[src/hdl/ffa_pkg.sv]
package ffa_pkg;

  localparam int ADDR_W = 12;
  localparam int SIZE_W = 12;
  localparam int OP_W = 2;
  localparam int ST_W = 2;
  localparam int NEED_W = SIZE_W + 1;

  localparam int DEF_ARENA_UNITS = 4096;
  localparam int DEF_MAX_FREE = 64;

  localparam logic [OP_W-1:0] OP_ALLOC = 2'd0;
  localparam logic [OP_W-1:0] OP_FREE = 2'd1;
  localparam logic [OP_W-1:0] OP_REALLOC = 2'd2;

  localparam logic [ST_W-1:0] ST_OK = 2'd0;
  localparam logic [ST_W-1:0] ST_NOFIT = 2'd1;
  localparam logic [ST_W-1:0] ST_FULL = 2'd2;

  typedef struct packed {
    logic            init;
    logic            load;
    logic            lrd;
    logic            scan_start;
    logic            scan_run;
    logic            free_mode;
    logic            a_take;
    logic            shd_start;
    logic            shu_start;
    logic            sh_run;
    logic            sh_up;
    logic            cnt_dec;
    logic            f_merge;
    logic            ins;
    logic            addr_p;
    logic            set_st;
    logic [ST_W-1:0] st_val;
  } cmd_t;

  typedef struct packed {
    logic [OP_W-1:0] op;
    logic            p_zero;
    logic            p_oob;
    logic            len_ok;
    logic            len_bad;
    logic            hit;
    logic            scan_end;
    logic            whole;
    logic            sh_end;
    logic            ovl;
    logic            mp;
    logic            mn;
    logic            full;
  } sts_t;

endpackage

[src/hdl/ffa_ctrl.sv]
module ffa_ctrl (
  input  logic          clk_i,
  input  logic          rst_ni,
  input  logic          start,
  output logic          busy,
  output logic          done_o,
  input  ffa_pkg::sts_t sts_i,
  output ffa_pkg::cmd_t cmd_o
);
  import ffa_pkg::*;

  localparam logic [3:0] S_INIT   = 4'd0;
  localparam logic [3:0] S_IDLE   = 4'd1;
  localparam logic [3:0] S_DISP   = 4'd2;
  localparam logic [3:0] S_R_CHK  = 4'd3;
  localparam logic [3:0] S_A_SCAN = 4'd4;
  localparam logic [3:0] S_A_TAKE = 4'd5;
  localparam logic [3:0] S_A_SHD  = 4'd6;
  localparam logic [3:0] S_F_RD   = 4'd7;
  localparam logic [3:0] S_F_CHK  = 4'd8;
  localparam logic [3:0] S_F_SCAN = 4'd9;
  localparam logic [3:0] S_F_DEC  = 4'd10;
  localparam logic [3:0] S_F_SHD  = 4'd11;
  localparam logic [3:0] S_F_SHU  = 4'd12;
  localparam logic [3:0] S_DONE   = 4'd13;

  logic [3:0] state_q, state_d;
  logic       then_free;

  assign then_free = (sts_i.op == OP_REALLOC) && !sts_i.p_zero;
  assign busy = (state_q != S_IDLE);
  assign done_o = (state_q == S_DONE);

  always_ff @(posedge clk_i or negedge rst_ni) begin
    if (!rst_ni) begin
      state_q <= S_INIT;
    end else begin
      state_q <= state_d;
    end
  end

  always_comb begin
    state_d = state_q;
    cmd_o = '0;
    case (state_q)
      S_INIT: begin
        cmd_o.init = 1'b1;
        state_d = S_IDLE;
      end
      S_IDLE: begin
        if (start) begin
          cmd_o.load = 1'b1;
          state_d = S_DISP;
        end
      end
      S_DISP: begin
        cmd_o.lrd = 1'b1;
        case (sts_i.op)
          OP_ALLOC: begin
            cmd_o.scan_start = 1'b1;
            state_d = S_A_SCAN;
          end
          OP_FREE: begin
            state_d = (sts_i.p_zero || sts_i.p_oob) ? S_DONE : S_F_CHK;
          end
          OP_REALLOC: begin
            if (sts_i.p_zero) begin
              cmd_o.scan_start = 1'b1;
              state_d = S_A_SCAN;
            end else if (sts_i.p_oob) begin
              state_d = S_DONE;
            end else begin
              state_d = S_R_CHK;
            end
          end
          default: state_d = S_DONE;
        endcase
      end
      S_R_CHK: begin
        if (sts_i.len_ok) begin
          cmd_o.addr_p = 1'b1;
          state_d = S_DONE;
        end else begin
          cmd_o.scan_start = 1'b1;
          state_d = S_A_SCAN;
        end
      end
      S_A_SCAN: begin
        cmd_o.scan_run = 1'b1;
        if (sts_i.hit) begin
          state_d = S_A_TAKE;
        end else if (sts_i.scan_end) begin
          cmd_o.set_st = 1'b1;
          cmd_o.st_val = ST_NOFIT;
          state_d = S_DONE;
        end
      end
      S_A_TAKE: begin
        cmd_o.a_take = 1'b1;
        if (sts_i.whole) begin
          cmd_o.shd_start = 1'b1;
          state_d = S_A_SHD;
        end else begin
          state_d = then_free ? S_F_RD : S_DONE;
        end
      end
      S_A_SHD: begin
        cmd_o.sh_run = 1'b1;
        if (sts_i.sh_end) begin
          cmd_o.cnt_dec = 1'b1;
          state_d = then_free ? S_F_RD : S_DONE;
        end
      end
      S_F_RD: begin
        cmd_o.lrd = 1'b1;
        state_d = S_F_CHK;
      end
      S_F_CHK: begin
        if (sts_i.len_bad) begin
          state_d = S_DONE;
        end else begin
          cmd_o.scan_start = 1'b1;
          state_d = S_F_SCAN;
        end
      end
      S_F_SCAN: begin
        cmd_o.scan_run = 1'b1;
        cmd_o.free_mode = 1'b1;
        if (sts_i.hit || sts_i.scan_end) begin
          state_d = S_F_DEC;
        end
      end
      S_F_DEC: begin
        if (sts_i.ovl) begin
          state_d = S_DONE;
        end else if (sts_i.mp && sts_i.mn) begin
          cmd_o.f_merge = 1'b1;
          cmd_o.shd_start = 1'b1;
          state_d = S_F_SHD;
        end else if (sts_i.mp || sts_i.mn) begin
          cmd_o.f_merge = 1'b1;
          state_d = S_DONE;
        end else if (sts_i.full) begin
          cmd_o.set_st = 1'b1;
          cmd_o.st_val = ST_FULL;
          state_d = S_DONE;
        end else begin
          cmd_o.shu_start = 1'b1;
          state_d = S_F_SHU;
        end
      end
      S_F_SHD: begin
        cmd_o.sh_run = 1'b1;
        if (sts_i.sh_end) begin
          cmd_o.cnt_dec = 1'b1;
          state_d = S_DONE;
        end
      end
      S_F_SHU: begin
        cmd_o.sh_run = 1'b1;
        cmd_o.sh_up = 1'b1;
        if (sts_i.sh_end) begin
          cmd_o.ins = 1'b1;
          state_d = S_DONE;
        end
      end
      S_DONE: begin
        state_d = S_IDLE;
      end
      default: state_d = S_IDLE;
    endcase
  end

endmodule

[config.mk]
export PLATFORM = sky130hd
export DESIGN_NAME = ffa_ctrl
export DESIGN_NICKNAME = d
export VERILOG_FILES = /design/src/hdl/ffa_pkg.sv /design/src/hdl/ffa_ctrl.sv
export SDC_FILE = /design/constraint.sdc
export NUM_CORES = 1
export LEC_CHECK = 0
export BUFFER_PORTS_ARGS = -buffer_cell sky130_fd_sc_hd__buf_2
export CORE_AREA = 2 2 43 45
export CTS_CLUSTER_SIZE = 14
export DETAILED_ROUTE_END_ITERATION = 8
export DIE_AREA = 0 0 45 47
export GPL_ROUTABILITY_DRIVEN = 0
export PLACE_DENSITY = 0.86
export RECOVER_POWER = 100
export SLEW_MARGIN = 15
export SYNTH_ARGS = -nofsm -noshare
export SYNTH_HDL_FRONTEND = slang
export SYNTH_SLANG_ARGS = --single-unit
[constraint.sdc]
create_clock -name clk_i -period 4.02 [get_ports clk_i]
set_input_delay 0.402 -clock clk_i [delete_from_list [all_inputs] [get_ports clk_i]]
set_output_delay 0.402 -clock clk_i [all_outputs]
set_load 0.01 [all_outputs]
* Word-level counts from Yosys, hierarchy flattened
Index checks and enable logic that the tools add are counted.
** Cells by class
- Equality and inequality tests :: 21
- Multiplexer cells :: 57
- Reduce and logical (&&, ||, !) cells :: 14
** Operators by type and width (count)
- 2-to-1 mux 4 bit :: 14
- one-hot mux 4 bit (11 select lines) :: 1
- 2-to-1 mux 1 bit :: 28
- equality test 4 bit (second input constant) :: 6
- 2-to-1 mux 3 bit :: 8
- equality test 4 x 3 -> 1 bit (second input constant) :: 4
- one-hot mux 4 bit (3 select lines) :: 1
- equality test 4 x 2 -> 1 bit (second input constant) :: 2
- OR reduction 2 bit :: 4
- inequality test 2 bit (second input constant) :: 3
- one-hot mux 3 bit (2 select lines) :: 1
- AND reduction 5 bit :: 1
- equality test 4 x 1 -> 1 bit (second input constant) :: 1
- zero test 4 bit :: 1
- inequality test 4 x 1 -> 1 bit (second input constant) :: 1
- one-hot mux 1 bit (2 select lines) :: 2
- logical OR 1 bit :: 3
- inequality test 3 bit (second input constant) :: 1
- one-hot mux 1 bit (3 select lines) :: 1
- OR reduction 3 bit :: 1
- equality test 2 x 1 -> 1 bit (second input constant) :: 1
- equality test 2 bit (second input constant) :: 1
- logical AND 1 bit :: 2
- zero test 2 bit :: 1
- other kinds (3) :: 3
** Storage, ports and cells
- Register bits :: 4
- Input port bits :: 17
- Output and inout port bits :: 20
- Word-level logic and storage cells :: 93

* Longest topological paths before layout
- Depth after elaboration :: 5
- Mapped depth :: 7
- Mapped depth without buffers :: 5

* Worst setup path after synthesis
No wires, ideal clock.
- Path type :: register -> output
- From :: reg state_q[3]
- To :: out cmd_o[2] in the netlist's numbering
- Data arrival time :: 1.275 ns
- Required time :: 3.618 ns
- Setup slack :: 2.343 ns
- Cell stages (with the launch flop) :: 5
- Buffers on the path :: 1
- Cell sequence :: dfrtp_1 -> buf_4 -> nor4b_2 -> and3b_1 -> or2_2
** RTL lines
- start, declared :: line ffa_ctrl.sv:27 : logic [3:0] state_q, state_d;
- start signal, assigned :: line ffa_ctrl.sv:38 : state_q <= state_d;
- end, declared :: line ffa_ctrl.sv:8 : output ffa_pkg::cmd_t cmd_o

==> impl_metrics.yaml <==
run_status:
  status: "finished, final reports clean"
synth:
  synth_top_cell_by_area: "dfrtp_1"
  synth_edf_count: 0
  synthDistinctLibCells: 46
  ys_top_cells_by_area: "dfrtp_1 (14%), nor2_1 (7.1%), and3_1 (4.2%)"
  synth.cell_area_sq_um: 738
  ys_seq_area_frac: 0.136
  postSynthCellCount: 106
  syn_nets: 123
  yosys_register_bits: 4
  ys_warn_count: 0
  synth.avg_cell_area_sq_um: 6.96
  synthArstFlopShare: 1.00
  synthFlopType: "dfrtp_1"
  synth_top_area_frac: 0.136
cts:
  root_buffer: "clkbuf_4"
  numCtsBuffers: 3
  cts.clk_slew.worst_paths_ns: 0.04
  worstSkewPairLatency_ns: 0.23
  clock_sinks: 4
  postCtsSetupRepairBufs: 0
  cts_tree: "done"
  clk_path_buf_depth: 2
  htree_levels: 1
  cts-resized-gates: 0
drt:
  first_iter_violations: 32
  drc: 0
  avgViaCountPerCell: 5.97
  routed_wl_microns: 1970
  drt_first_pass_iters: 4
  antenna_left: 0
  vias: 925
  wire_per_inst_microns: 12.7
place:
  port_buffers: 36
  dp_hpwl_microns: 1490
final_layout:
  area_delta_synth_final_pct: 18.5
  fill_cells: 184
  antenna_cells: 0
  reg_top3: "state_q: 4 flops"
  drive_above_1_share: 0.152
  multi_input_area_sq_um: 554
  largest_register_ffs: 4
  utilization: 0.530
  ff_latch_area_sq_um: 100
  regMostFlops: "state_q"
  final_nets: 157
critical_path:
  crit_chain: "nand3b_1 > nor3_1 > and3_1 > or2_2 > clkbuf_1"
  max_stage_delay_ns: 0.76
  crit_path_max_fanout: 24
  critical_path_class: "register to primary output"
  arrival_ns: 1.99
  crit_slowest_cell: "dfrtp_1"
  start_kind: "register"
  end_kind: "primary output"
  cp.required_ns: 3.62
timing:
  period_minus_slack_ns: 2.39
  finalSetupViolations: 0
  hold_viol_final: 0
  tightestPinTransition_ns: 0.667
  relSlewSlack: 0.555
  fin_crit_sh: 0.596
  rsz0062_at_grt: "no"
  slew_viol_final: 0
  fin_setup_tns_ns: 0
  fmax_ghz: 0.418
  fin_skew_ns: 0.00128
global_routing:
  overflow: 0
  grt_max_degree: 25
  antenna_found_initial: 0
  grt_pass1_vias: 765
  grt_first_pass_wirelength_microns: 3080
  grt_usage: 0.197
power_and_ir_drop:
  p_per_area_nw_per_um2: 582
  power_leakage_uw: 0.000378
  peakVddDrop_uv: 415
  power_uw: 509
floorplanning:
  io_pins: 37
  die_x_microns: 45
  dieArea_sq_um: 2120
  start_util: 0.447
  num_rows: 15
  die_y_microns: 47
  core_area_sq_um: 1650
min_path:
  hold_path.class: "input pin to async pin"
run:
  drv_cap: 0
routing by layer:
layer  GRT usage  routed length (microns)  vias to the layer above  share of wire
li1            -                        -                      462              -
met1       0.228                      827                      420           0.42
met2       0.380                      990                       43           0.50
met3      0.0231                      148                        0          0.075
met4      0.0529                        0                        0              0
met5           0                        0                        -              0
kinds of logic after synthesis:
kind of cell,Yosys count,synth area share
XOR/XNOR,2,0.0237
AND/OR/NAND/NOR,54,0.417
AO/OA/AOI/OAI,35,0.336
flip-flops,4,0.136
buffers and inverters,11,0.0881
path summary, 6_finish.rpt:
check | start | end | slack, ns | cells after the start
max in group asynchronous | rst_ni | state_q[1]$_DFFE_PN0P_ | 3.32 | 2
min in group clk_i | sts_i[4] | state_q[1]$_DFFE_PN0P_ | 0.55 | 4
min | rst_ni | state_q[2]$_DFFE_PN0P_ | 0.52 | 2
min reg2reg | state_q[1]$_DFFE_PN0P_ | state_q[1]$_DFFE_PN0P_ | 0.84 | 2
max | state_q[3]$_DFFE_PN0P_ | cmd_o[2] | 1.63 | 5
max reg2reg | state_q[2]$_DFFE_PN0P_ | state_q[2]$_DFFE_PN0P_ | 1.97 | 5
report_power, final:
| group | internal [uW] | leakage, uW | switching, uW |
|---|---|---|---|
| clock network | 33.3 | 0.0000138 | 14.6 |
| logic | 141 | 0.000313 | 179 |
| registers | 57.1 | 0.0000507 | 83.9 |
worst max-delay path: cells and delay by family, from the launching register on:
kind	cells	cell delay (ns)
simple gates	4	0.86
buf+inv	1	0.14
flops	1	0.76
layout by cell type, fill, tap and decap left out, drive strengths merged, types with 2 or more instances in the layout:
master,n
nand3b,3
nor2b,4
o22ai,3
nor3,5
nor4b,2
nor2,14
dfrtp,4
buf,16
o21ai,10
and3,5
a21oi,5
or2,4
a2111oi,2
nand2,7
nand2b,3
clkbuf,23
a211oi,2
inv,3
area by class of cell:
cell class | count | share of cell area
tap | 17 | 0.0243
multi-input combinational | 91 | 0.634
sequential | 4 | 0.114
clock buffer | 3 | 0.0258
timing repair buffer | 37 | 0.189
inverter | 3 | 0.0129
repair_timing:
item | in CTS | in global routing
hold buffers | 1 | 0
hold endpoints to repair | 4 | 0
endpoints found under the setup margin | 0 | 0
per-stage QoR:
stage | hold slack, ns | worst slack (ns) | instances | cell area [sq um]
floorplan | 0.106 | 2.34 | 106 | 738
global placement | 0.207 | 1.95 | 151 | 886
detailed placement | 0.209 | 1.88 | 151 | 886
CTS | 0.490 | 1.63 | 155 | 918
global route | 0.548 | 1.43 | 155 | 875
finish | 0.521 | 1.63 | 155 | 875
Yosys cell counts (2+ instances only):
master      n
a2111oi_0   2
a211oi_1    2
a21oi_1     5
and3_1      5
buf_2       4
buf_6       2
dfrtp_1     4
inv_1       3
nand2_1     7
nand2b_1    3
nand3b_1    3
nor2_1     14
nor2b_1     4
nor3_1      5
o21ai_0     6
o21ai_1     4
o22ai_1     3
or2_2       2
(Power assumes the default switching activity.)
